$ cat config.mk
export PLATFORM = sky130hd
export DESIGN_NAME = periodic_alarm_scheduler
export DESIGN_NICKNAME = d
export VERILOG_FILES = /design/src/pas_pkg.sv /design/src/periodic_alarm_scheduler.sv
export SDC_FILE = /design/constraint.sdc
export NUM_CORES = 1
export LEC_CHECK = 0
export BUFFER_PORTS_ARGS = -buffer_cell sky130_fd_sc_hd__buf_2
export CORE_AREA = 3 3 203 205
export DETAILED_ROUTE_END_ITERATION = 10
export DIE_AREA = 0 0 206 208
export GPL_TIMING_DRIVEN = 0
export PLACE_DENSITY = 0.77
export SYNTH_ARGS = -nofsm -noshare
export SYNTH_HDL_FRONTEND = slang
export SYNTH_SLANG_ARGS = --single-unit
$ cat constraint.sdc
create_clock -name clk -period 13.5 [get_ports clk]
set_input_delay 0.675 -clock clk [delete_from_list [all_inputs] [get_ports clk]]
set_output_delay 0.675 -clock clk [all_outputs]
set_load 0.02 [all_outputs]
$ cat src/pas_pkg.sv
// Shared types and constants for the periodic alarm scheduler.
package pas_pkg;

    localparam int ALARM_SLOTS = 8;
    localparam int MAX_RESULTS = 8;
    localparam int SLOT_W      = (ALARM_SLOTS > 1) ? $clog2(ALARM_SLOTS) : 1;
    localparam int COUNT_W     = $clog2(ALARM_SLOTS + 1);
    localparam int FOUND_W     = $clog2(MAX_RESULTS + 1);
    localparam int EVENT_W     = 8;
    localparam int TIME_W      = 32;
    localparam int PERIOD_W    = 31;
    localparam int BIT_CNT_W   = $clog2(TIME_W);

    localparam logic [TIME_W-1:0] PERIODIC_FLAG = 32'h8000_0000;

    localparam logic MODE_SET  = 1'b0;
    localparam logic MODE_TICK = 1'b1;

    localparam logic KIND_FIRED    = 1'b0;
    localparam logic KIND_OVERFLOW = 1'b1;

    typedef struct packed {
        logic               mode;
        logic [EVENT_W-1:0] event_id;
        logic [TIME_W-1:0]  delay_word;
        logic [TIME_W-1:0]  current_time;
    } cmd_t;

    typedef struct packed {
        logic               kind;
        logic [EVENT_W-1:0] fired_event;
        logic               last;
    } evt_t;

    typedef enum logic [2:0] {
        ST_IDLE,
        ST_SET_SCAN,
        ST_OVERFLOW,
        ST_TICK_CHECK,
        ST_TICK_DIV,
        ST_TICK_FIRE,
        ST_TICK_FLUSH
    } state_t;

endpackage

$ cat src/periodic_alarm_scheduler.sv
// Alarm slot table with serial remainder check on each tick.
//
//  channel | direction | payload         | beat
//  cmd     | in        | pas_pkg::cmd_t  | cmd_valid && cmd_ready
//  evt     | out       | pas_pkg::evt_t  | evt_valid && evt_ready
//
// A set or cancel is accepted, then walks the slots in order until it finds a matching id
// or free slot, or reaches the last slot. An overflow beat waits for a free output register.
// A tick checks each slot in turn; for every active slot with nonzero period the
// remainder of current_time by the period is formed one bit per cycle, and waits on
// evt_ready can hold the scan.
// Reset clears the whole slot table at once; cmd is taken only when the block is idle.
// A stalled evt beat holds the scan; a found alarm is held back one beat so that the
// final result of a tick can carry last.
module periodic_alarm_scheduler (
    input  logic          clk,
    input  logic          rst_n,
    input  logic          cmd_valid,
    output logic          cmd_ready,
    input  pas_pkg::cmd_t cmd,
    output logic          evt_valid,
    input  logic          evt_ready,
    output pas_pkg::evt_t evt
);

    localparam logic [pas_pkg::SLOT_W-1:0] LAST_SLOT =
        pas_pkg::SLOT_W'(pas_pkg::ALARM_SLOTS - 1);
    localparam logic [pas_pkg::BIT_CNT_W-1:0] LAST_BIT =
        pas_pkg::BIT_CNT_W'(pas_pkg::TIME_W - 1);

    // Slot table
    logic [pas_pkg::ALARM_SLOTS-1:0] active_reg;
    logic [pas_pkg::ALARM_SLOTS-1:0] periodic_reg;
    logic [pas_pkg::PERIOD_W-1:0]    period_reg [pas_pkg::ALARM_SLOTS];
    logic [pas_pkg::EVENT_W-1:0]     event_reg  [pas_pkg::ALARM_SLOTS];
    logic [pas_pkg::COUNT_W-1:0]     count_reg, count_next;

    // Sequencer state
    pas_pkg::state_t                state_reg, state_next;
    logic [pas_pkg::SLOT_W-1:0]     idx_reg, idx_next;
    logic                           cancel_reg, cancel_next;
    logic [pas_pkg::EVENT_W-1:0]    ev_reg, ev_next;
    logic [pas_pkg::TIME_W-1:0]     dw_reg, dw_next;
    logic [pas_pkg::TIME_W-1:0]     now_reg, now_next;

    // Serial remainder
    logic [pas_pkg::TIME_W-1:0]     sh_reg, sh_next;
    logic [pas_pkg::PERIOD_W-1:0]   rem_reg, rem_next;
    logic [pas_pkg::BIT_CNT_W-1:0]  bit_reg, bit_next;

    // Held-back result and output register
    logic                           pend_valid_reg, pend_valid_next;
    logic [pas_pkg::EVENT_W-1:0]    pend_event_reg, pend_event_next;
    logic [pas_pkg::FOUND_W-1:0]    found_reg, found_next;
    logic                           out_valid_reg, out_valid_next;
    pas_pkg::evt_t                  out_reg, out_next;

    // Table write strobes
    logic arm_we;
    logic free_we;

    // Current slot view
    logic                         cur_active;
    logic                         cur_periodic;
    logic [pas_pkg::PERIOD_W-1:0] cur_period;
    logic [pas_pkg::EVENT_W-1:0]  cur_event;
    logic                         out_free;
    logic [pas_pkg::TIME_W-1:0]   trial;
    logic [pas_pkg::TIME_W-1:0]   divisor;
    logic [pas_pkg::TIME_W-1:0]   diff;

    assign cur_active   = active_reg[idx_reg];
    assign cur_periodic = periodic_reg[idx_reg];
    assign cur_period   = period_reg[idx_reg];
    assign cur_event    = event_reg[idx_reg];
    assign out_free     = !out_valid_reg || evt_ready;

    // One restoring step: shift in the next dividend bit, subtract when it fits
    assign trial   = {rem_reg, sh_reg[pas_pkg::TIME_W-1]};
    assign divisor = {1'b0, cur_period};
    assign diff    = trial - divisor;

    assign cmd_ready = (state_reg == pas_pkg::ST_IDLE);
    assign evt_valid = out_valid_reg;
    assign evt       = out_reg;

    // State register
    always_ff @(posedge clk or negedge rst_n)
    begin
        if (!rst_n)
        begin
            state_reg      <= pas_pkg::ST_IDLE;
            idx_reg        <= '0;
            count_reg      <= '0;
            pend_valid_reg <= 1'b0;
            found_reg      <= '0;
            out_valid_reg  <= 1'b0;
        end
        else
        begin
            state_reg      <= state_next;
            idx_reg        <= idx_next;
            count_reg      <= count_next;
            pend_valid_reg <= pend_valid_next;
            found_reg      <= found_next;
            out_valid_reg  <= out_valid_next;
        end
    end

    // Payload registers
    always_ff @(posedge clk)
    begin
        cancel_reg     <= cancel_next;
        ev_reg         <= ev_next;
        dw_reg         <= dw_next;
        now_reg        <= now_next;
        sh_reg         <= sh_next;
        rem_reg        <= rem_next;
        bit_reg        <= bit_next;
        pend_event_reg <= pend_event_next;
        out_reg        <= out_next;
    end

    // Slot table, cleared at reset
    always_ff @(posedge clk or negedge rst_n)
    begin
        if (!rst_n)
        begin
            active_reg   <= '0;
            periodic_reg <= '0;
            for (int i = 0; i < pas_pkg::ALARM_SLOTS; i++)
            begin
                period_reg[i] <= '0;
                event_reg[i]  <= '0;
            end
        end
        else
        begin
            if (arm_we)
            begin
                active_reg[idx_reg]   <= 1'b1;
                periodic_reg[idx_reg] <= (dw_reg & pas_pkg::PERIODIC_FLAG) != '0;
                period_reg[idx_reg]   <= dw_reg[pas_pkg::PERIOD_W-1:0];
                event_reg[idx_reg]    <= ev_reg;
            end
            else if (free_we)
            begin
                active_reg[idx_reg] <= 1'b0;
            end
        end
    end

    // Next state and outputs
    always_comb
    begin
        state_next      = state_reg;
        idx_next        = idx_reg;
        count_next      = count_reg;
        cancel_next     = cancel_reg;
        ev_next         = ev_reg;
        dw_next         = dw_reg;
        now_next        = now_reg;
        sh_next         = sh_reg;
        rem_next        = rem_reg;
        bit_next        = bit_reg;
        pend_valid_next = pend_valid_reg;
        pend_event_next = pend_event_reg;
        found_next      = found_reg;
        out_valid_next  = out_valid_reg && !evt_ready;
        out_next        = out_reg;
        arm_we          = 1'b0;
        free_we         = 1'b0;

        unique case (state_reg)
            pas_pkg::ST_IDLE:
            begin
                if (cmd_valid)
                begin
                    ev_next         = cmd.event_id;
                    dw_next         = cmd.delay_word;
                    now_next        = cmd.current_time;
                    cancel_next     = (cmd.delay_word == '0);
                    idx_next        = '0;
                    found_next      = '0;
                    pend_valid_next = 1'b0;
                    if (cmd.mode == pas_pkg::MODE_TICK)
                        state_next = pas_pkg::ST_TICK_CHECK;
                    else if (cmd.delay_word != '0 &&
                             count_reg >= pas_pkg::COUNT_W'(pas_pkg::ALARM_SLOTS))
                        state_next = pas_pkg::ST_OVERFLOW;
                    else
                        state_next = pas_pkg::ST_SET_SCAN;
                end
            end

            // Walk slots for the first matching id (cancel) or first free slot (arm)
            pas_pkg::ST_SET_SCAN:
            begin
                if (cancel_reg)
                begin
                    if (cur_event == ev_reg)
                    begin
                        if (cur_active)
                        begin
                            free_we    = 1'b1;
                            count_next = count_reg - 1'b1;
                        end
                        state_next = pas_pkg::ST_IDLE;
                    end
                    else if (idx_reg == LAST_SLOT)
                        state_next = pas_pkg::ST_IDLE;
                    else
                        idx_next = idx_reg + 1'b1;
                end
                else
                begin
                    if (!cur_active)
                    begin
                        arm_we     = 1'b1;
                        count_next = count_reg + 1'b1;
                        state_next = pas_pkg::ST_IDLE;
                    end
                    else if (idx_reg == LAST_SLOT)
                        state_next = pas_pkg::ST_IDLE;
                    else
                        idx_next = idx_reg + 1'b1;
                end
            end

            pas_pkg::ST_OVERFLOW:
            begin
                if (out_free)
                begin
                    out_valid_next       = 1'b1;
                    out_next.kind        = pas_pkg::KIND_OVERFLOW;
                    out_next.fired_event = '0;
                    out_next.last        = 1'b1;
                    state_next           = pas_pkg::ST_IDLE;
                end
            end

            // Decide whether the current slot needs a remainder check
            pas_pkg::ST_TICK_CHECK:
            begin
                if (found_reg == pas_pkg::FOUND_W'(pas_pkg::MAX_RESULTS))
                    state_next = pas_pkg::ST_TICK_FLUSH;
                else if (cur_active && cur_period != '0)
                begin
                    sh_next    = now_reg;
                    rem_next   = '0;
                    bit_next   = '0;
                    state_next = pas_pkg::ST_TICK_DIV;
                end
                else if (idx_reg == LAST_SLOT)
                    state_next = pas_pkg::ST_TICK_FLUSH;
                else
                    idx_next = idx_reg + 1'b1;
            end

            // Advance the remainder one dividend bit per cycle
            pas_pkg::ST_TICK_DIV:
            begin
                if (trial >= divisor)
                    rem_next = diff[pas_pkg::PERIOD_W-1:0];
                else
                    rem_next = trial[pas_pkg::PERIOD_W-1:0];
                sh_next  = {sh_reg[pas_pkg::TIME_W-2:0], 1'b0};
                bit_next = bit_reg + 1'b1;
                if (bit_reg == LAST_BIT)
                    state_next = pas_pkg::ST_TICK_FIRE;
            end

            // Fire on zero remainder; release the previous held result
            pas_pkg::ST_TICK_FIRE:
            begin
                if (rem_reg != '0 || !pend_valid_reg || out_free)
                begin
                    if (rem_reg == '0)
                    begin
                        if (pend_valid_reg)
                        begin
                            out_valid_next       = 1'b1;
                            out_next.kind        = pas_pkg::KIND_FIRED;
                            out_next.fired_event = pend_event_reg;
                            out_next.last        = 1'b0;
                        end
                        pend_valid_next = 1'b1;
                        pend_event_next = cur_event;
                        found_next      = found_reg + 1'b1;
                        if (!cur_periodic)
                        begin
                            free_we    = 1'b1;
                            count_next = count_reg - 1'b1;
                        end
                    end
                    if (idx_reg == LAST_SLOT)
                        state_next = pas_pkg::ST_TICK_FLUSH;
                    else
                    begin
                        idx_next   = idx_reg + 1'b1;
                        state_next = pas_pkg::ST_TICK_CHECK;
                    end
                end
            end

            // Drain the held result as the final beat of the tick
            pas_pkg::ST_TICK_FLUSH:
            begin
                if (!pend_valid_reg)
                    state_next = pas_pkg::ST_IDLE;
                else if (out_free)
                begin
                    out_valid_next       = 1'b1;
                    out_next.kind        = pas_pkg::KIND_FIRED;
                    out_next.fired_event = pend_event_reg;
                    out_next.last        = 1'b1;
                    pend_valid_next      = 1'b0;
                    state_next           = pas_pkg::ST_IDLE;
                end
            end

            default:
            begin
                state_next = pas_pkg::ST_IDLE;
            end
        endcase
    end

    // The count tracks the number of armed slots
    a_count_matches: assert property (@(posedge clk) disable iff (!rst_n)
        count_reg == pas_pkg::COUNT_W'($countones(active_reg)))
        else $error("active count out of step with slot table");

    // No held result survives into idle
    a_idle_no_pending: assert property (@(posedge clk) disable iff (!rst_n)
        cmd_ready |-> !pend_valid_reg)
        else $error("held result left behind at idle");

    // Overflow beats carry a zero id and close the item
    a_overflow_beat: assert property (@(posedge clk) disable iff (!rst_n)
        (evt_valid && evt.kind == pas_pkg::KIND_OVERFLOW) |->
            (evt.fired_event == '0 && evt.last))
        else $error("malformed overflow beat");

    // Never more results held back than the limit allows
    a_found_bound: assert property (@(posedge clk) disable iff (!rst_n)
        found_reg <= pas_pkg::FOUND_W'(pas_pkg::MAX_RESULTS))
        else $error("result count past limit");

    // The table is written only once per cycle
    a_single_write: assert property (@(posedge clk) disable iff (!rst_n)
        !(arm_we && free_we))
        else $error("arm and free in one cycle");

endmodule
# [After elaboration in Yosys (flattened, before gate mapping)]
# Index checks and enable logic that the tools add are counted.
[totals] wordCells=209 inputBits=77 regBits=503 output_inout_bits=12
[op_classes] n_mux=97 n_reduce_logical=33 n_bitwise=4 n_lt_le_gt_ge=6 add_sub_neg=6 n_eq_ne=28
[op_table] cell="$bwmux W248" count=1
[op_table] cell="$mux W31" count=6
[op_table] cell="$bmux W31 S3" count=1
[op_table] cell="$demux W31 S3" count=1
[op_table] cell="$bwmux W64" count=1
[op_table] cell="$mux W32" count=2
[op_table] cell="$pmux W32 S2" count=1
[op_table] cell="$mux W3" count=21
[op_table] cell="$pmux W31 S2" count=1
[op_table] cell="$reduce_bool A31 Y1" count=2
[op_table] cell="$mux W10" count=6
[op_table] cell="$mux W4" count=10
[op_table] cell="$mux W8" count=5
[op_table] cell="$ge A32 B31 Y1" count=1
[op_table] cell="$logic_not A32 Y1" count=1
[op_table] cell="$reduce_bool A32 Y1" count=1
[op_table] cell="$logic_not A31 Y1" count=1
[op_table] cell="$sub A31 B31 Y31" count=1
[op_table] cell="$pmux W10 S3" count=1
[op_table] cell="$bmux W8 S3" count=1
[op_table] cell="$demux W8 S3" count=1
[op_table] cell="$ne A2 B2 Y1 const B" count=12
[op_table] cell="$mux W1" count=22
[op_table] cell="$pmux W3 S7" count=1
[op_table] cell="41 further kinds" count=73

# [Depth between registers and ports, before layout]
# Gate-level depths: netlist of run 1.
[logic_depth] ltp_word=10 ltp_mapped=18 mapped_depth_nobuf=13

# [Worst setup path before layout of run 1]
# No wires, ideal clock.
[synth_timing] path_kind="register to register" startpoint="reg idx_reg[0] (netlist bit)" endpoint="reg bit_reg[0] (netlist bit), enable pin" synth_period_minus_slack_ns=5.769 path_slack_ns=7.731 t_arrival_ns=5.253 required_time_ns=12.984 path_buffers=3 stages_incl_launch_ff=12 setup_time_ns=0.516 cell_sequence="dfrtp_1 buf_2 buf_4 nor2_1 clkbuf_1 a221oi_1 o21a_1 nand4_1 or4_1 o21ai_2 o21a_1 a21oi_1"
[synth_between] elab_chain_len=8 word_cells_on_any_way=10 cone_classes="eq/ne (1); mux (5); bitwise (1); reduce/logical (3)"
[synth_rtl] item="from (decl)" line="periodic_alarm_scheduler.sv:40" source="logic [pas_pkg::SLOT_W-1:0] idx_reg, idx_next;"
[synth_rtl] item="from (signal assigned)" line="periodic_alarm_scheduler.sv:102" source="idx_reg <= idx_next;"
[synth_rtl] item="$not A3 Y4 (not written as such)" line="periodic_alarm_scheduler.sv:74" source="assign cur_period = period_reg[idx_reg];"
[synth_rtl] item="$bmux W31 S3" line="periodic_alarm_scheduler.sv:74"
[synth_rtl] item="$mux W31 (not written as such) (2 in a row)" line="periodic_alarm_scheduler.sv:74"
[synth_rtl] item="$reduce_bool A31 Y1" line="periodic_alarm_scheduler.sv:247" source="else if (cur_active && cur_period != '0)"
[synth_rtl] item="$logic_and A1 B1 Y1 (*)" line="periodic_alarm_scheduler.sv:247"
[synth_rtl] item="$ne A2 B2 Y1 (no source line) (*)"
[synth_rtl] item="$reduce_and A3 Y1 (no source line) (*)"
[synth_rtl] item="to (signal assigned)" line="periodic_alarm_scheduler.sv:119" source="bit_reg <= bit_next;"
[synth_rtl] item="to (decl)" line="periodic_alarm_scheduler.sv:49" source="logic [pas_pkg::BIT_CNT_W-1:0] bit_reg, bit_next;"
# Every way passes the cells marked *; elsewhere a longest branch is shown, timed or not. The select of a mux whose other input is x is not followed.
# A chain may end at the register's enable or synchronous reset.

# [Final worst setup path of run 1]
[layout_timing] startpoint="reg idx_reg[1] (netlist bit)" endpoint="reg rem_reg[24] (netlist bit) (data pin)"
[layout_between] elab_chain_len=7 word_cells_on_any_way=8 cone_classes="add/sub (1); order compare (1); mux (5); bitwise (1)"
[layout_rtl] item="$not A3 Y4 (not written as such) (*)" line="periodic_alarm_scheduler.sv:74"
[layout_rtl] item="$bmux W31 S3 (*)" line="periodic_alarm_scheduler.sv:74"
[layout_rtl] item="$mux W31 (not written as such) (*) (2 in a row)" line="periodic_alarm_scheduler.sv:74"
[layout_rtl] item="$sub A31 B31 Y31 or $ge A32 B31 Y1 (tied branches)" line="periodic_alarm_scheduler.sv:81, periodic_alarm_scheduler.sv:263"
[layout_rtl] item="$mux W31 (*)" line="periodic_alarm_scheduler.sv:263" source="if (trial >= divisor)"
[layout_rtl] item="$pmux W31 S2 (*)" line="periodic_alarm_scheduler.sv:174" source="unique case (state_reg)"
[layout_rtl] item="to (signal assigned)" line="periodic_alarm_scheduler.sv:118" source="rem_reg <= rem_next;"
[layout_rtl] item="to (decl)" line="periodic_alarm_scheduler.sv:48" source="logic [pas_pkg::PERIOD_W-1:0] rem_reg, rem_next;"
# Marked as above.

==> flow_summary.yaml, run 1 <==
timing:
  fin_crit_sh_pct: 45.8
  rsz0062_at_grt: "false"
  clock_skew_ns: 0.0243
  hold_viol: 0
  finalMaxSlewViolations: 0
  hold-worst-slack_ns: 0.258
  setup_tns_ns: 0
  timing.final.ws_setup_ns: 7.32
  fin_crit_ns: 6.18
  worst_pin_slew_ns: 1.24
  finalSetupViolCount: 0
  maxSlewHeadroom_pct: 17.2
  clock.fmax_ghz: 0.162
synthesis:
  synth_cell_types: 79
  ys_async_sr_fraction_pct: 68.4
  synth_cells: 1820
  synth.avg_cell_area_um2: 13.0
  synth_edf_count: 159
  synth_seq_cells: 503
  ys_warn_count: 0
  syn_area_um2: 23700
  synth_fp_nets: 1937
  ys.flop_type: "dfrtp_1"
  synth_seq_area_share_pct: 56.4
floorplanning:
  ios: 89
  die_h_um: 208
  start_util_pct: 59.9
  coreArea_um2: 39600
  rows: 73
  die_w_um: 206
  dieArea_um2: 42800
place:
  io_buffers: 88
  place_ws_ns: 7.53
  globalplace.congestion: 0.958
  place_hpwl_mm: 44.2
setup_path:
  reg2reg_depth: 15
  regToRegEndpoint: "rem_reg[24]$_SDFFCE_PN0P_"
  cp.arrival_ns: 6.47
  crit_type: "reg2reg"
  reg2reg_slack_ns: 7.32
  startpoint: "idx_reg[1]$_DFFE_PN0P_"
  r2r_start: "idx_reg[1]$_DFFE_PN0P_"
  worstSetupStartpointType: "flip-flop"
  required_ns: 13.79
  crit_fanout: 10
  worst_setup_path_end_kind: "flip-flop"
finish:
  regArea_um2: 13400
  final_nets: 2085
  multi_input_area_um2: 9740
  final_common_cell: "dfrtp_1"
  antenna_cells: 0
  fin_util_pct: 67.3
  final_cell_mix: "344 x dfrtp_1, 179 x mux2_2, 179 x nand2_1"
  largest_register_ff_count: 248
  area_delta_synth_final_pct: 12.4
  drive_gt1_share_pct: 21.7
  fill_cells: 2898
global_routing:
  met1_usage_pct: 41.0
  grtUsageMet2_pct: 48.1
  grt_busiest_layer: "met2"
  antenna_found_initial: 0
  grt_pass1_wl_mm: 98.6
  grt_max_degree: 128
  grt_use_met3_pct: 7.35
  track_usage_pct: 30.3
  grt_overflow_total: 0
  first_global_vias: 16591
route:
  antenna_left: 0
  vias: 16287
  first_pass_iters: 5
  drtIter0Drc: 1567
  drcViolationCount: 0
  routed_wl_mm: 64.7
  vias_per_cell: 6.43
  wire_per_inst_um: 25.5
pwr:
  p_per_area_nw_per_um2: 240
  leakagePower_nw: 12.0
  p_int_mw: 3.93
  swShare_pct: 38.6
  power.total_mw: 6.41
  p_seq_share_pct: 36.0
  p_switching_mw: 2.48
  comb_power_share_pct: 41.8
  pwr-share-clk_pct: 22.2
  ir_drop_v: 0.000151
cts:
  insertion_delay_ns: 0.60
  tritoncts: "done"
  cts_max_level: 2
  clk_path_buf_depth: 3
  cts_setup_buffers: 0
  clockRootBuffer: "clkbuf_16"
  numCtsBuffers: 50
  cts.sinks: 503
  clk_pin_slew_ns: 0.07
min_path:
  min_to: "ev_reg[2]$_DFFE_PP_"
  hold-path-cell-count: 1
  hp-start: "cmd[66]"
  hold_path.class: "in2reg"
run:
  cap_violations: 0
run_status:
  status: "completed"
-- cells in the mapped netlist, drive strengths merged, types with 4 or more instances --
cell | count | area, um2
nor2 | 46 | 175
mux2i | 51 | 510
o31ai | 5 | 37.5
inv | 35 | 131
or3b | 5 | 43.8
nand3b | 5 | 37.5
and2 | 18 | 113
o211ai | 4 | 30.0
o31a | 4 | 35.0
o311ai | 8 | 70.1
nand2 | 179 | 672
nand3 | 27 | 135
and3 | 10 | 62.6
nand4 | 21 | 131
buf | 72 | 345
xor2 | 17 | 149
a221o | 12 | 120
a211o | 4 | 35.0
a21oi | 64 | 320
or3 | 8 | 50.1
nor3 | 14 | 80.1
a22oi | 9 | 67.6
a211oi | 9 | 67.6
nand2b | 9 | 56.3
or2 | 4 | 25.0
mux4 | 25 | 563
o21a | 9 | 67.6
a22o | 9 | 78.8
o21ai | 40 | 204
nor2b | 11 | 68.8
a2111oi | 4 | 41.3
xnor2 | 12 | 105
o2bb2ai | 14 | 123
a31oi | 4 | 25.0
dfrtp | 344 | 8610
a221oi | 31 | 272
ha | 39 | 488
mux2 | 352 | 3970
a21o | 17 | 128
or4 | 6 | 45.0
clkbuf | 40 | 150
nor4 | 20 | 131
o22ai | 6 | 37.5
edfxtp | 159 | 4770
-- through the flow --
step                cell area [um2]  instances
floorplan                     23700       1820
global placement              24800       2433
detailed placement            25000       2440
CTS                           26700       2533
global route                  26700       2533
finish                        26700       2533
-- how the worst max path moves through the flow --
stage,end,slack (ns)
final,rem_reg[24]$_SDFFCE_PN0P_,7.32
after global placement,sh_reg[6]$_DFFE_PP_,4.88
after global routing,rem_reg[13]$_SDFFCE_PN0P_,7.14
after detailed placement,rem_reg[24]$_SDFFCE_PN0P_,7.53
after CTS,rem_reg[24]$_SDFFCE_PN0P_,7.51
after floorplan,bit_reg[0]$_SDFFCE_PN0P_,7.73
-- critical path, stage by stage (launching register included) --
cell	delay (ns)
dfrtp_1	0.46
buf_2	0.30
inv_2	0.21
buf_2	0.41
buf_1	0.81
mux2i_1	0.74
ha_1	0.22
clkbuf_1	0.27
nand2_1	0.19
nor4_1	0.41
nand2b_1	0.12
a311o_1	0.35
nand2_1	0.09
clkbuf_1	0.51
clkbuf_1	0.57
a211oi_1	0.19
-- cell families (layout without fill, tap and decap cells) --
family	count (synthesis)	count (layout)	synth area share (%)
AOI/OAI and AO/OA	286	286	8.69
xor gates and xnor gates	29	29	1.07
adders and majority gates	40	40	2.14
buffers and inverters	147	335	2.64
DFF	503	503	56.4
muxes	428	428	21.2
and+or+nand+nor	387	387	7.85
-- metal layers --
layer,up-vias,routed length [um]
met4,0,2490
met1,8299,26400
met3,153,5380
met2,719,30400
li1,7116,-
met5,-,0
-- power by group through the flow --
| stage | Combinational [mW] | Clock [mW] | Sequential (mW) |
|---|---|---|---|
| 2_1_floorplan | 1.83 | 0 | 2.26 |
| 5_1_grt | 2.89 | 1.49 | 2.35 |
| 6_report | 2.68 | 1.42 | 2.31 |
| 4_1_cts | 2.62 | 1.43 | 2.30 |
| 3_3_place_gp | 2.50 | 0 | 2.32 |
| 3_5_place_dp | 2.60 | 0 | 2.32 |
-- cell type report --
class	count	area share, %
multi-input combinational	1170	36.5
tap	525	2.46
inverter	35	0.492
clock inverter	23	0.999
clock buffer	69	5.22
sequential	503	50.2
timing repair buffer	96	2.28
buffer	112	1.87
-- repair_timing --
action | CTS | global route
hold endpoints to repair | 6 | 0
gates resized for setup | 0 | 0
hold buffers | 1 | 0
(Power assumes the default switching activity.)
==> run 2: changes to the inputs <==
- ABC_AREA: not set -> 1
- CORE_AREA: 3 3 203 205 -> 3 3 205 207
- DIE_AREA: 0 0 206 208 -> 0 0 208 210
- clock period: 13.5 -> 5.8 ns (I/O delays scaled with it)
==> run 2 against run 1 <==
Against the previous run: register-to-register slack worse by 6.5 ns; routed wire length is 20% higher; via count is 35% higher; worst setup slack worse by 6.5 ns; fmax is 25% higher; clock-buffer cell count is 7 higher; sequential share of layout area is 2.1 points lower; clock skew is 0.0078 ns higher; cell count is 48% higher; critical endpoint is now rem_reg[21]$_SDFFCE_PN0P_; synthesized cell count is 62% higher.
==> flow_summary.yaml, run 2 <==
run_status:
  status: "completed"
place:
  place_hpwl_mm: 50.2
  globalplace.congestion: 0.976
  place_ws_ns: 1.06
  place_inst: 3572
  io_buffers: 88
synthesis:
  synth_commonest_cells: "1281 x nand2_1, 351 x o21ai_0, 344 x dfrtp_1"
  synth_fp_nets: 3063
  ys_warn_count: 0
  synth_seq_area_share_pct: 55.5
  synthTopCellsByArea: "dfrtp_1 36%, nand2_1 20%, edfxtp_1 20%, o21ai_0 7.3%, inv_1 2.8%"
  synth_seq_cells: 503
  synth_edf_count: 159
  ys_async_sr_fraction_pct: 68.4
  yosysMostFrequentCell: "nand2_1"
  synth_cells: 2946
  synth_top_area_cell: "dfrtp_1"
  synth.avg_cell_area_um2: 8.18
  syn_area_um2: 24100
  synth_cell_types: 45
  synth.top_cell.area_share_pct: 35.7
  ys.flop_type: "dfrtp_1"
cts:
  numCtsBuffers: 52
  clk_path_buf_depth: 3
  clk_pin_slew_ns: 0.06
  clockRootBuffer: "clkbuf_16"
  cts_max_level: 2
  tritoncts: "done"
  post_cts_resized: 0
  cts.sinks: 503
  insertion_delay_ns: 0.62
floorplanning:
  start_util_pct: 59.4
  die_w_um: 208
  ios: 89
  coreArea_um2: 40600
  dieArea_um2: 43700
  die_h_um: 210
  rows: 74
pwr:
  p_per_area_nw_per_um2: 533
  leakagePower_nw: 13.3
  ir_drop_v: 0.000431
global_routing:
  track_usage_pct: 35.1
  grt_overflow_total: 0
  grt_max_degree: 120
  first_global_vias: 21245
  grt_pass1_wl_mm: 119
  antenna_found_initial: 1
route:
  routed_wl_mm: 77.4
  wire_per_inst_um: 20.7
  vias_per_cell: 5.88
  drtIter0Drc: 2983
  dr_wl_met2_mm: 34.8
  top_layer: "met4"
  first_pass_iters: 7
  vias: 22025
  antenna_left: 0
  met1_length_mm: 29.7
  drcViolationCount: 0
  dr_wl_met3_mm: 8.46
finish:
  instances_no_fill: 3743
  final_nets: 3284
  area_delta_synth_final_pct: 15.4
  final_common_cell: "nand2_1"
  fill_cells: 3183
  largest_register_ff_count: 248
  fin_util_pct: 68.6
  final_cell_mix: "1281 x nand2_1, 351 x o21ai_0, 344 x dfrtp_1"
  drive_gt1_share_pct: 7.35
setup_path:
  crit_fanout: 10
  required_ns: 6.15
  crit_type: "reg2reg"
  worstSetupStartpointType: "flip-flop"
  worst_setup_path_end_kind: "flip-flop"
  cp.arrival_ns: 5.31
timing:
  finalMaxSlewViolations: 0
  fin_crit_ns: 4.96
  hold_viol: 0
  rsz0062_at_grt: "false"
  fin_crit_sh_pct: 85.6
  timing.final.ws_setup_ns: 0.837
  clock.fmax_ghz: 0.201
  setup_tns_ns: 0
  maxSlewHeadroom_pct: 35.0
  clock_skew_ns: 0.0321
  worst_pin_slew_ns: 0.975
  finalSetupViolCount: 0
min_path:
  hold_path.class: "in2reg"
run:
  cap_violations: 0
[run 2: worst max-delay path: stages (launching register included)]
cell and delay [ns]:
dfrtp_1 0.35, buf_2 0.20, buf_2 0.30, buf_1 0.70, nand2_1 0.18, nand2_1 0.11, nand2_1 0.06, nand2_1 0.14
inv_1 0.05, ha_1 0.36, nand2_1 0.10, o21a_1 0.20, o21ai_1 0.49, a21oi_1 0.24, or2_2 0.33, nand3_1 0.17
inv_1 0.10, clkbuf_1 0.34, nor2_1 0.21, nor2_1 0.07
[run 2: worst paths after layout]
check	end	cells after the start	start	slack [ns]
worst max register to register	rem_reg[21]$_SDFFCE_PN0P_	19	idx_reg[1]$_DFFE_PN0P_	0.84
max in group asynchronous	period_reg[198]$_DFFE_PN0P_	4	rst_n	3.90
worst max-delay path	rem_reg[21]$_SDFFCE_PN0P_	19	idx_reg[1]$_DFFE_PN0P_	0.84
worst min register to register	flip-flop	2	flip-flop	0.47
worst min-delay path	evt_valid$_DFF_PN0_	4	evt_ready	0.11
min in group asynchronous	period_reg[148]$_DFFE_PN0P_	2	rst_n	0.30
[run 2: cell families after synthesis]
logic type,after synthesis,synth area share (%)
simple gates,1536,24.7
xor+xnor,36,1.31
buf+inv,327,5.56
fa+ha+maj,40,2.11
mux,1,0.0415
compound gates,503,10.8
flops,503,55.5
[run 2: routing by layer]
layer  track usage [%]  vias to the layer above
met1              46.4                    10448
li1                  -                     9946
met5                 0                        -
met2              54.6                     1351
met4              19.0                        0
met3              7.96                      280
[run 2: per-stage QoR]
step	power (mW)	area (um2)	hold WS, ns
floorplan	9.36	24100	-0.00559
global placement	11.1	25200	0.457
detailed placement	11.3	25400	0.447
CTS	14.6	27800	0.0896
global route	15.7	27800	0.147
finish	14.8	27800	0.109
[run 2: layout make-up]
cell class	instances	area (um2)	share of cell area, %
Antenna cell	1	2.50	0.00899
Buffer	135	621	2.23
Clock buffer	76	1570	5.62
Clock inverter	21	143	0.513
Inverter	192	721	2.59
Multi-Input combinational cell	2116	9410	33.8
Sequential cell	503	13400	48.1
Tap cell	532	666	2.39
Timing Repair Buffer	167	1320	4.76
[run 2: where the power goes]
group          switching [mW]  internal, mW
sequential              0.567          4.79
clock                    1.44          1.91
combinational            4.17          1.94
[run 2: timing repair]
action                                 in CTS  in global routing
buffers inserted                            0                  0
hold buffers                               73                  0
endpoints found under the hold margin     190                  0
